**src/rtl/ipv6_frame_drop_and_header_extract_core_macros.svh**
```systemverilog
// assertion macros for the ipv6 frame drop and header extract core
`ifndef IPV6_FRAME_DROP_AND_HEADER_EXTRACT_CORE_MACROS_SVH
`define IPV6_FRAME_DROP_AND_HEADER_EXTRACT_CORE_MACROS_SVH

`ifndef SYNTHESIS

`define IPV6FD_ASSERT(label, clk, rst_n, prop, msg) \
    label: assert property (@(posedge clk) disable iff (!rst_n) (prop)) else $error(msg);

`define IPV6FD_ASSERT_NEXT(label, clk, rst_n, ante, cons, msg) \
    label: assert property (@(posedge clk) disable iff (!rst_n) (ante) |=> (cons)) \
        else $error(msg);

`else

`define IPV6FD_ASSERT(label, clk, rst_n, prop, msg)

`define IPV6FD_ASSERT_NEXT(label, clk, rst_n, ante, cons, msg)

`endif

`endif

```
**src/rtl/ipv6fd_pkg.sv**
```systemverilog
// shared types and constants for the ipv6 frame drop and header extract core
package ipv6fd_pkg;

    localparam int S_TDATA_W = 48;
    localparam int M_TDATA_W = 352;

    localparam logic [15:0] ETHERTYPE_IPV6 = 16'h86DD;
    localparam logic [7:0]  PROTO_TCP      = 8'd6;
    localparam logic [7:0]  PROTO_UDP      = 8'd17;
    localparam logic [6:0]  OFFSET_MAX     = 7'd127;

    localparam logic [6:0]  POS_META       = 7'd0;
    localparam logic [6:0]  POS_ETYPE_HI   = 7'd12;
    localparam logic [6:0]  POS_ETYPE_LO   = 7'd13;
    localparam logic [6:0]  POS_PLEN_HI    = 7'd18;
    localparam logic [6:0]  POS_PLEN_LO    = 7'd19;
    localparam logic [6:0]  POS_NEXT_HDR   = 7'd20;
    localparam logic [6:0]  POS_SRC_HI_LO  = 7'd22;
    localparam logic [6:0]  POS_SRC_HI_HI  = 7'd29;
    localparam logic [6:0]  POS_SRC_LO_LO  = 7'd30;
    localparam logic [6:0]  POS_SRC_LO_HI  = 7'd37;
    localparam logic [6:0]  POS_DST_HI_LO  = 7'd38;
    localparam logic [6:0]  POS_DST_HI_HI  = 7'd45;
    localparam logic [6:0]  POS_DST_LO_LO  = 7'd46;
    localparam logic [6:0]  POS_DST_LO_HI  = 7'd53;
    localparam logic [6:0]  POS_SPORT_HI   = 7'd54;
    localparam logic [6:0]  POS_SPORT_LO   = 7'd55;
    localparam logic [6:0]  POS_DPORT_HI   = 7'd56;
    localparam logic [6:0]  POS_DPORT_LO   = 7'd57;

    localparam logic [7:0]  LEN_ETH_HDR    = 8'd14;
    localparam logic [7:0]  LEN_IP6_END    = 8'd54;
    localparam logic [7:0]  LEN_TCP_END    = 8'd74;
    localparam logic [7:0]  LEN_UDP_END    = 8'd62;

    typedef struct packed {
        logic        is_egress;
        logic [31:0] port_index;
        logic [7:0]  frame_byte;
    } beat_t;

    typedef struct packed {
        logic        report_egress;
        logic [31:0] report_port_index;
        logic [15:0] source_port;
        logic [15:0] dest_port;
        logic [15:0] payload_bytes;
        logic [63:0] dest_low;
        logic [63:0] dest_high;
        logic [63:0] source_low;
        logic [63:0] source_high;
        logic [7:0]  next_header;
        logic        drop_frame;
    } result_t;

endpackage

```
**src/rtl/ipv6fd_parse.sv**
```systemverilog
// byte position tracking, header field capture and verdict logic
`include "ipv6_frame_drop_and_header_extract_core_macros.svh"

module ipv6fd_parse
    import ipv6fd_pkg::*;
(
    input  logic    clk,
    input  logic    rst_n,
    input  logic    report_enable,
    input  logic    beat_en,
    input  beat_t   beat,
    input  logic    beat_last,
    output result_t result,
    output logic    report_valid
);

    logic [6:0]  offset_reg,    offset_next;
    logic [15:0] etype_reg,     etype_next;
    logic [7:0]  proto_reg,     proto_next;
    logic [15:0] plen_reg,      plen_next;
    logic [63:0] src_hi_reg,    src_hi_next;
    logic [63:0] src_lo_reg,    src_lo_next;
    logic [63:0] dst_hi_reg,    dst_hi_next;
    logic [63:0] dst_lo_reg,    dst_lo_next;
    logic [15:0] dport_reg,     dport_next;
    logic [15:0] sport_reg,     sport_next;
    logic [31:0] meta_port_reg, meta_port_next;
    logic        meta_egr_reg,  meta_egr_next;

    logic [6:0] pos;
    logic [7:0] len;
    logic [7:0] b;
    logic       drop;
    logic       rep;
    logic       ports_ok;

    assign pos = offset_reg;
    assign len = {1'b0, pos} + 8'd1;
    assign b   = beat.frame_byte;

    always_comb
    begin
        offset_next    = offset_reg;
        etype_next     = etype_reg;
        proto_next     = proto_reg;
        plen_next      = plen_reg;
        src_hi_next    = src_hi_reg;
        src_lo_next    = src_lo_reg;
        dst_hi_next    = dst_hi_reg;
        dst_lo_next    = dst_lo_reg;
        dport_next     = dport_reg;
        sport_next     = sport_reg;
        meta_port_next = meta_port_reg;
        meta_egr_next  = meta_egr_reg;
        if (beat_en)
        begin
            if (pos == POS_META)
            begin
                meta_port_next = beat.port_index;
                meta_egr_next  = beat.is_egress;
            end
            if (pos == POS_ETYPE_HI || pos == POS_ETYPE_LO)
                etype_next = {etype_reg[7:0], b};
            if (pos == POS_PLEN_HI || pos == POS_PLEN_LO)
                plen_next = {plen_reg[7:0], b};
            if (pos == POS_NEXT_HDR)
                proto_next = b;
            if (pos inside {[POS_SRC_HI_LO:POS_SRC_HI_HI]})
                src_hi_next = {src_hi_reg[55:0], b};
            if (pos inside {[POS_SRC_LO_LO:POS_SRC_LO_HI]})
                src_lo_next = {src_lo_reg[55:0], b};
            if (pos inside {[POS_DST_HI_LO:POS_DST_HI_HI]})
                dst_hi_next = {dst_hi_reg[55:0], b};
            if (pos inside {[POS_DST_LO_LO:POS_DST_LO_HI]})
                dst_lo_next = {dst_lo_reg[55:0], b};
            if (pos == POS_SPORT_HI || pos == POS_SPORT_LO)
                sport_next = {sport_reg[7:0], b};
            if (pos == POS_DPORT_HI || pos == POS_DPORT_LO)
                dport_next = {dport_reg[7:0], b};
            if (beat_last)
                offset_next = '0;
            else if (pos != OFFSET_MAX)
                offset_next = pos + 7'd1;
        end
    end

    // verdict sees this beat's capture
    always_comb
    begin
        drop     = (len >= LEN_ETH_HDR) && (etype_next == ETHERTYPE_IPV6);
        rep      = drop && report_enable && (len >= LEN_IP6_END);
        ports_ok = ((proto_next == PROTO_TCP) && (len >= LEN_TCP_END)) ||
                   ((proto_next == PROTO_UDP) && (len >= LEN_UDP_END));
        result            = '0;
        result.drop_frame = drop;
        if (rep)
        begin
            result.next_header       = proto_next;
            result.source_high       = src_hi_next;
            result.source_low        = src_lo_next;
            result.dest_high         = dst_hi_next;
            result.dest_low          = dst_lo_next;
            result.payload_bytes     = plen_next;
            result.report_port_index = meta_port_next;
            result.report_egress     = meta_egr_next;
            if (ports_ok)
            begin
                result.dest_port   = dport_next;
                result.source_port = sport_next;
            end
        end
        report_valid = rep;
    end

    always_ff @(posedge clk or negedge rst_n)
    begin
        if (!rst_n)
        begin
            offset_reg    <= '0;
            etype_reg     <= '0;
            proto_reg     <= '0;
            plen_reg      <= '0;
            src_hi_reg    <= '0;
            src_lo_reg    <= '0;
            dst_hi_reg    <= '0;
            dst_lo_reg    <= '0;
            dport_reg     <= '0;
            sport_reg     <= '0;
            meta_port_reg <= '0;
            meta_egr_reg  <= 1'b0;
        end
        else
        begin
            offset_reg    <= offset_next;
            etype_reg     <= etype_next;
            proto_reg     <= proto_next;
            plen_reg      <= plen_next;
            src_hi_reg    <= src_hi_next;
            src_lo_reg    <= src_lo_next;
            dst_hi_reg    <= dst_hi_next;
            dst_lo_reg    <= dst_lo_next;
            dport_reg     <= dport_next;
            sport_reg     <= sport_next;
            meta_port_reg <= meta_port_next;
            meta_egr_reg  <= meta_egr_next;
        end
    end

    `IPV6FD_ASSERT_NEXT(a_offset_clear, clk, rst_n, beat_en && beat_last, offset_reg == 7'd0, "offset not cleared after last beat")
    `IPV6FD_ASSERT_NEXT(a_offset_grow, clk, rst_n, beat_en && !beat_last, offset_reg >= $past(offset_reg) && offset_reg != 7'd0, "offset did not advance or saturate")
    `IPV6FD_ASSERT(a_no_count_idle, clk, rst_n, !beat_en |=> $stable(offset_reg), "offset moved without a beat")

endmodule

```
**src/rtl/ipv6_frame_drop_and_header_extract_core.sv**
```systemverilog
// ipv6 frame drop and header extract core, top level
// Takes an Ethernet frame one byte per beat on the slave stream and returns one verdict
// beat per frame, registered after the last byte passes the s1 stage. A new byte is
// taken every cycle; the input stalls only when a frame's last byte is waiting while an
// earlier verdict has not yet been taken. IPv6 frames (EtherType 0x86DD, at least 14
// bytes) are marked for drop; with report_enable set and the full IPv6 header present
// the verdict carries the header report, with TCP or UDP ports when the whole L4 header
// arrived. The throughput of one byte per cycle is set by the single capture stage.
`include "ipv6_frame_drop_and_header_extract_core_macros.svh"

module ipv6_frame_drop_and_header_extract_core
    import ipv6fd_pkg::*;
(
    input  logic                 clk,
    input  logic                 rst_n,
    input  logic                 cfg_wr_en,
    input  logic                 cfg_wr_data,
    input  logic                 s_axis_tvalid,
    output logic                 s_axis_tready,
    // frame_byte, port_index, is_egress, zero pad
    input  logic [S_TDATA_W-1:0] s_axis_tdata,
    input  logic                 s_axis_tlast,
    output logic                 m_axis_tvalid,
    input  logic                 m_axis_tready,
    // drop_frame, next_header, source_high, source_low, dest_high, dest_low,
    // payload_bytes, dest_port, source_port, report_port_index, report_egress, zero pad
    output logic [M_TDATA_W-1:0] m_axis_tdata,
    // report_valid
    output logic                 m_axis_tuser
);

    localparam int ResultW = $bits(result_t);

    logic    report_enable_reg;
    logic    s1_valid_reg, s1_valid_next;
    logic    s1_last_reg;
    beat_t   s1_beat_reg;
    logic    out_valid_reg, out_valid_next;
    result_t out_result_reg;
    logic    out_rep_reg;

    logic    out_free;
    logic    s1_drain;
    logic    s_accept;
    logic    beat_en;
    result_t result;
    logic    report_valid;

    assign out_free      = !out_valid_reg || m_axis_tready;
    assign s1_drain      = !s1_last_reg || out_free;
    assign s_axis_tready = !s1_valid_reg || s1_drain;
    assign s_accept      = s_axis_tvalid && s_axis_tready;
    assign beat_en       = s1_valid_reg && s1_drain;

    assign s1_valid_next  = s_accept || (s1_valid_reg && !s1_drain);
    assign out_valid_next = (beat_en && s1_last_reg) || (out_valid_reg && !m_axis_tready);

    ipv6fd_parse u_parse
    (
        .clk           (clk),
        .rst_n         (rst_n),
        .report_enable (report_enable_reg),
        .beat_en       (beat_en),
        .beat          (s1_beat_reg),
        .beat_last     (s1_last_reg),
        .result        (result),
        .report_valid  (report_valid)
    );

    always_ff @(posedge clk or negedge rst_n)
    begin
        if (!rst_n)
        begin
            report_enable_reg <= 1'b0;
            s1_valid_reg      <= 1'b0;
            out_valid_reg     <= 1'b0;
        end
        else
        begin
            if (cfg_wr_en)
                report_enable_reg <= cfg_wr_data;
            s1_valid_reg  <= s1_valid_next;
            out_valid_reg <= out_valid_next;
        end
    end

    always_ff @(posedge clk)
    begin
        if (s_accept)
        begin
            s1_beat_reg <= beat_t'(s_axis_tdata[$bits(beat_t)-1:0]);
            s1_last_reg <= s_axis_tlast;
        end
        if (beat_en && s1_last_reg)
        begin
            out_result_reg <= result;
            out_rep_reg    <= report_valid;
        end
    end

    assign m_axis_tvalid = out_valid_reg;
    assign m_axis_tuser  = out_rep_reg;
    assign m_axis_tdata  = {{(M_TDATA_W-ResultW){1'b0}}, out_result_reg};

    `IPV6FD_ASSERT(a_report_implies_drop, clk, rst_n, m_axis_tvalid |-> (!m_axis_tuser || m_axis_tdata[0]), "report without drop verdict")
    `IPV6FD_ASSERT(a_no_report_zero, clk, rst_n, (m_axis_tvalid && !m_axis_tuser) |-> (m_axis_tdata[ResultW-1:1] == '0), "report fields set without report")
    `IPV6FD_ASSERT(a_result_from_last, clk, rst_n, $rose(out_valid_reg) |-> $past(s1_valid_reg && s1_last_reg), "verdict not caused by a last beat")
    `IPV6FD_ASSERT_NEXT(a_disabled_no_report, clk, rst_n, beat_en && s1_last_reg && !report_enable_reg, !m_axis_tuser, "report while reporting disabled")

endmodule
```
**config.mk**
```make
export PLATFORM = sky130hd
export DESIGN_NAME = ipv6_frame_drop_and_header_extract_core
export DESIGN_NICKNAME = d
export VERILOG_FILES = /design/src/rtl/ipv6fd_pkg.sv /design/src/rtl/ipv6fd_parse.sv /design/src/rtl/ipv6_frame_drop_and_header_extract_core.sv
export VERILOG_INCLUDE_DIRS = /design/src /design/src/rtl
export SDC_FILE = /design/constraint.sdc
export NUM_CORES = 1
export LEC_CHECK = 0
export BUFFER_PORTS_ARGS = -buffer_cell sky130_fd_sc_hd__buf_2
export CAP_MARGIN = 20
export CORE_MARGIN = 2
export CORE_UTILIZATION = 30
export CTS_CLUSTER_SIZE = 24
export DETAILED_ROUTE_END_ITERATION = 10
export GPL_ROUTABILITY_DRIVEN = 0
export MAX_ROUTING_LAYER = met4
export PLACE_DENSITY_LB_ADDON = 0.08
export RECOVER_POWER = 100
export SLEW_MARGIN = 20
export SYNTH_ARGS = -nofsm -noshare
export SYNTH_HDL_FRONTEND = slang
export SYNTH_SLANG_ARGS = --single-unit
```
**constraint.sdc**
```tcl
create_clock -name clk -period 19.3 [get_ports clk]
set_clock_uncertainty 0.2 [all_clocks]
set_input_delay 3.86 -clock clk [delete_from_list [all_inputs] [get_ports clk]]
set_output_delay 3.86 -clock clk [all_outputs]
set_load 0.02 [all_outputs]
```
* Word-level counts from Yosys, hierarchy flattened
Index checks and enable logic that the tools add are counted.
** Cells by class
- Add/subtract/negate cells :: 2
- $lt $le $gt $ge :: 12
- Equality and inequality tests :: 13
- Multiplexer cells :: 24
- Reduce and logical (&&, ||, !) cells :: 33
** Operator list (count)
- $mux 64 :: 8
- $mux 16 :: 8
- $mux 32 :: 2
- $eq 7x6->1 const B :: 4
- $eq 7x5->1 const B :: 3
- $le 7x6->1 const B :: 3
- $eq 16x16->1 const B :: 1
- $ge 8x6->1 const B :: 2
- $mux 8 :: 2
- $eq 7x4->1 const B :: 2
- $ge 7x5->1 const B :: 2
- $ge 7x6->1 const B :: 2
- $logic_and 1x1->1 :: 14
- $mux 7 :: 2
- $logic_or 1x1->1 :: 10
- $add 7x1->8 const B :: 1
- $eq 8x3->1 const B :: 1
- $eq 8x5->1 const B :: 1
- $ge 8x4->1 const B :: 1
- $ge 8x7->1 const B :: 1
- $add 7x1->7 const B :: 1
- $le 7x5->1 const B :: 1
- $logic_not 7->1 :: 1
- $ne 7x7->1 const B :: 1
- other kinds (4) :: 10
** Storage, ports and cells
- Bits in registers :: 760
- Input bits :: 55

* Logic depth before layout (Yosys ltp)
- Depth in word-level cells :: 10
- Mapped depth :: 11
- Depth with buffers taken out :: 8

* Cells and area by module
Synthesis repeated with hierarchy kept, for this count alone.
** Unflattened totals
- Cell total of the unflattened synthesis :: 1741
- Area total of the unflattened synthesis :: 28870.2 µm²
** Modules (own cells, without submodules)
- ipv6fd_parse :: instances 1, cells each 1333, area an instance 16982.5 µm², seq. area each 9208.8 µm²
- ipv6_frame_drop_and_header_extract_core :: instances 1, cells each 408, area an instance 11887.7 µm², seq. area each 11756.3 µm²

* Worst setup path after synthesis
OpenSTA, ideal clock, no wires.
- Path type :: input to register
- From :: in m_axis_tready
- To :: reg out_result_reg (netlist bit m_axis_tdata[0]) (enable)
- Setup time :: 0.759 ns
- Arrival time :: 12.129 ns
- Data required time :: 18.341 ns
- Path slack :: 6.213 ns
- Cell stages on the path :: 2
- Path buffers :: 0
- Cells stage by stage :: nand3b_1 -> and3_1
** Between the ends
- Word-level cells in the longest chain between the ends :: 4
** RTL lines
- start: declaration :: line ipv6_frame_drop_and_header_extract_core.sv:24 : input logic m_axis_tready,
- $logic_or 1x1->1 :: line ipv6_frame_drop_and_header_extract_core.sv:49 : assign out_free = !out_valid_reg || m_axis_tready;
- $logic_or 1x1->1 :: line ipv6_frame_drop_and_header_extract_core.sv:50 : assign s1_drain = !s1_last_reg || out_free;
- $logic_and 1x1->1 :: line ipv6_frame_drop_and_header_extract_core.sv:53 : assign beat_en = s1_valid_reg && s1_drain;
- $logic_and 1x1->1 :: line ipv6_frame_drop_and_header_extract_core.sv:94 : if (beat_en && s1_last_reg)
- end signal: assignment :: line ipv6_frame_drop_and_header_extract_core.sv:96 : out_result_reg <= result;
- end: declaration :: line ipv6_frame_drop_and_header_extract_core.sv:39 : result_t out_result_reg;
No other way between the ends.
A chain may end at the register's enable or synchronous reset.

==> impl_metrics.yaml <==
run_status:
  status: "finished, violations left"
  violations: "capacitance limit, slew limit"
sta:
  worst_slew_pin_slew_ps: 4510
  rsz0062_at_grt: "false"
  max_freq_ghz: 0.0897
  slew-limit-headroom_pct: -201
  fin_ws_ps: 8150
  fin_crit_sh_pct: 57.8
  drv_slew: 956
  min_period_ps: 11150
  fin_hold_ws_ps: 277
  setup_tns_ps: 0
  setup_violations: 0
  final_hold_viol_count: 0
pwr:
  p_int_w: 0.00276
  power.share.sequential_pct: 50.4
  power-per-cell-area_mw_per_mm2: 105
  switching_power_w: 0.000831
  clkPwrFrac_pct: 44.2
  ir_worst_vdd_uv: 62.2
  switching_share_pct: 23.2
  power_frac_comb_pct: 5.4
  power_leakage_nw: 14.0
cts:
  cts_tree: "built"
  cts_hold_buf: 0
  cts-root-buf: "clkbuf_16"
  clk_pin_slew_worst_paths_ps: 60
  cts.sinks: 760
  cts.repair.resized: 0
  cts_setup_buffers: 0
  clk_latency_ps: 650
  ctsLongestPathBuffers: 3
  h-tree-depth: 3
  cts_buffers: 87
floorplanning:
  fp.dieArea_mm2: 0.0991
  num_io_pins: 410
  rows: 114
  core_area_mm2: 0.0963
  initial_core_util_pct: 30.1
  die_w_um: 315
  fp.dieH_um: 315
cells_and_area:
  fin_area_mm2: 0.0343
  largest_register_ff_count: 346
  drive_gt1_share_pct: 19.0
  most-common-layout-cells: "clkbuf_1 (391), edfxtp_1 (389), dfrtp_1 (371)"
  multiInputGateArea_mm2: 0.00722
  layout.nets: 2188
  fillers: 9504
  final_common_cell: "clkbuf_1"
  regArea_mm2: 0.0210
  syn_to_final_growth_pct: 18.2
setup_path:
  crit_required_ps: 19740
  setup.worst_path.start_class: "primary input"
  r2r-end: "m_axis_tuser$_DFFE_PP_"
  crit_path_end_kind: "async pin"
  reg2reg_depth: 8
  r2r-start: "u_parse.offset_reg[0]$_DFFE_PN0P_"
  cp_max_fo: 74
  r2r_slack_ps: 11620
  worstSetupPathType: "in2async"
  cp_data_arrival_time_ps: 11590
synth:
  synth-seq-cells: 760
  ys_warn_count: 0
  async_reset_ff_share_pct: 48.8
  ys_types: 66
  syn_area_per_cell_um2: 16.9
  yosysSeqAreaShare_pct: 72.3
  ys.flop_type: "edfxtp_1"
  synthesis.instances: 1715
  synthesis.area_mm2: 0.0290
  synth-edff-count: 389
place:
  dpl-instance-area_mm2: 0.0322
  port_buffers: 396
  dpl.hpwl_mm: 42.4
  post-place-ws_ps: 10810
flow_run:
  maxCapViolCount: 17
global_routing:
  grt_overflow: 0
  track_usage_pct: 14.4
  grt_pass1_wl_mm: 105
  grt_pass1_vias: 16200
  antenna_found_initial: 9
  grt_max_degree: 148
routing:
  ant_nets: 0
  routed_wl_mm: 69.5
  drt_iter0_markers: 817
  wl_per_cell_um: 20.0
  vias: 15200
  vias_per_cell: 4.37
  drc: 0
  firstDrtPassIters: 5
hold_path:
  holdPathStages: 1
  hold_path.class: "reg2reg"
  hp-start: "u_parse.dport_reg[14]$_DFF_PN0_"
  min_to: "u_parse.dport_reg[14]$_DFF_PN0_"
-- routing by layer --
layer  part of all wire [%]  vias up  wire length (µm)  global-route usage (%)
met5                      0        -                 0                       -
met4                    1.9        0              1310                    4.35
met3                    5.3       91              3660                    3.51
met2                     49      339             34000                    22.7
met1                     44     7815             30600                    18.4
li1                       -     6979                 -                       -
-- power groups by stage --
stage	combinational (W)	sequential (W)	clock, W
2_1_floorplan	0.0000970	0.00188	0
3_3_place_gp	0.000208	0.00184	0
3_5_place_dp	0.000211	0.00184	0
4_1_cts	0.000212	0.00181	0.00165
5_1_grt	0.000213	0.00182	0.00172
6_report	0.000193	0.00181	0.00159
-- metrics by stage --
step	power, W	utilization [%]	std cells
after CTS	0.00367	36.3	3478
after detailed placement	0.00205	33.4	3315
after global routing	0.00375	35.6	3483
final	0.00359	35.6	3484
after global placement	0.00205	33.4	3315
after floorplan	0.00197	-	1720
-- worst max-delay path by stage --
stage	startpoint	endpoint	slack, ps	depth (start not counted)
detailed placement	m_axis_tready	s_axis_tready	10810	4
global route	rst_n	u_parse.dst_lo_reg[40]$_DFF_PN0_	6500	4
CTS	m_axis_tready	s_axis_tready	10810	4
finish	rst_n	u_parse.dst_lo_reg[45]$_DFF_PN0_	8150	4
floorplan	m_axis_tready	m_axis_tdata[0]$_DFFE_PP_	6210	2
global placement	m_axis_tready	s_axis_tready	10840	4
-- cells by family after synthesis --
kind of cell    after synthesis  synth area share [%]
simple gates                426                  9.68
flops                       760                  72.3
other cells                   1                0.0129
buf+inv                     110                  2.37
mux                         367                  14.2
fa+ha+maj                     4                 0.173
compound gates               47                  1.22
-- synthesized netlist by cell type, drive strengths merged, types with 3 or more instances --
| library cell | count | area share, % |
|---|---|---|
| nand2 | 11 | 0.14 |
| clkbuf | 15 | 0.19 |
| edfxtp | 389 | 40 |
| o21ai | 9 | 0.16 |
| o22ai | 4 | 0.086 |
| nand3 | 4 | 0.069 |
| o31ai | 4 | 0.10 |
| nor2b | 58 | 1.3 |
| nor3 | 6 | 0.20 |
| nor4 | 5 | 0.16 |
| a21oi | 7 | 0.17 |
| a21o | 3 | 0.078 |
| and2 | 259 | 5.6 |
| dfrtp | 371 | 32 |
| nand4 | 8 | 0.19 |
| nor3b | 32 | 1.0 |
| mux2i | 5 | 0.17 |
| ha | 4 | 0.17 |
| buf | 86 | 2.1 |
| and3 | 5 | 0.11 |
| inv | 9 | 0.12 |
| nand2b | 4 | 0.11 |
| nand3b | 5 | 0.13 |
| mux2 | 362 | 14 |
| nor2 | 16 | 0.21 |
-- cell type report --
type,instances,share of cell area [%]
clock buffers,126,7.13
clock inverters,37,0.865
inverters,9,0.102
flip-flops and latches,760,61.2
diodes,5,0.0365
multi-input cells,850,21.1
repair buffers,421,5.00
well taps,1276,4.66
-- worst max-delay path, stage by stage --
cell	delay, ps
clkbuf_1	3090
clkbuf_1	2730
buf_4	950
buf_4	790
No activity file was read; power rests on OpenSTA's default activity.
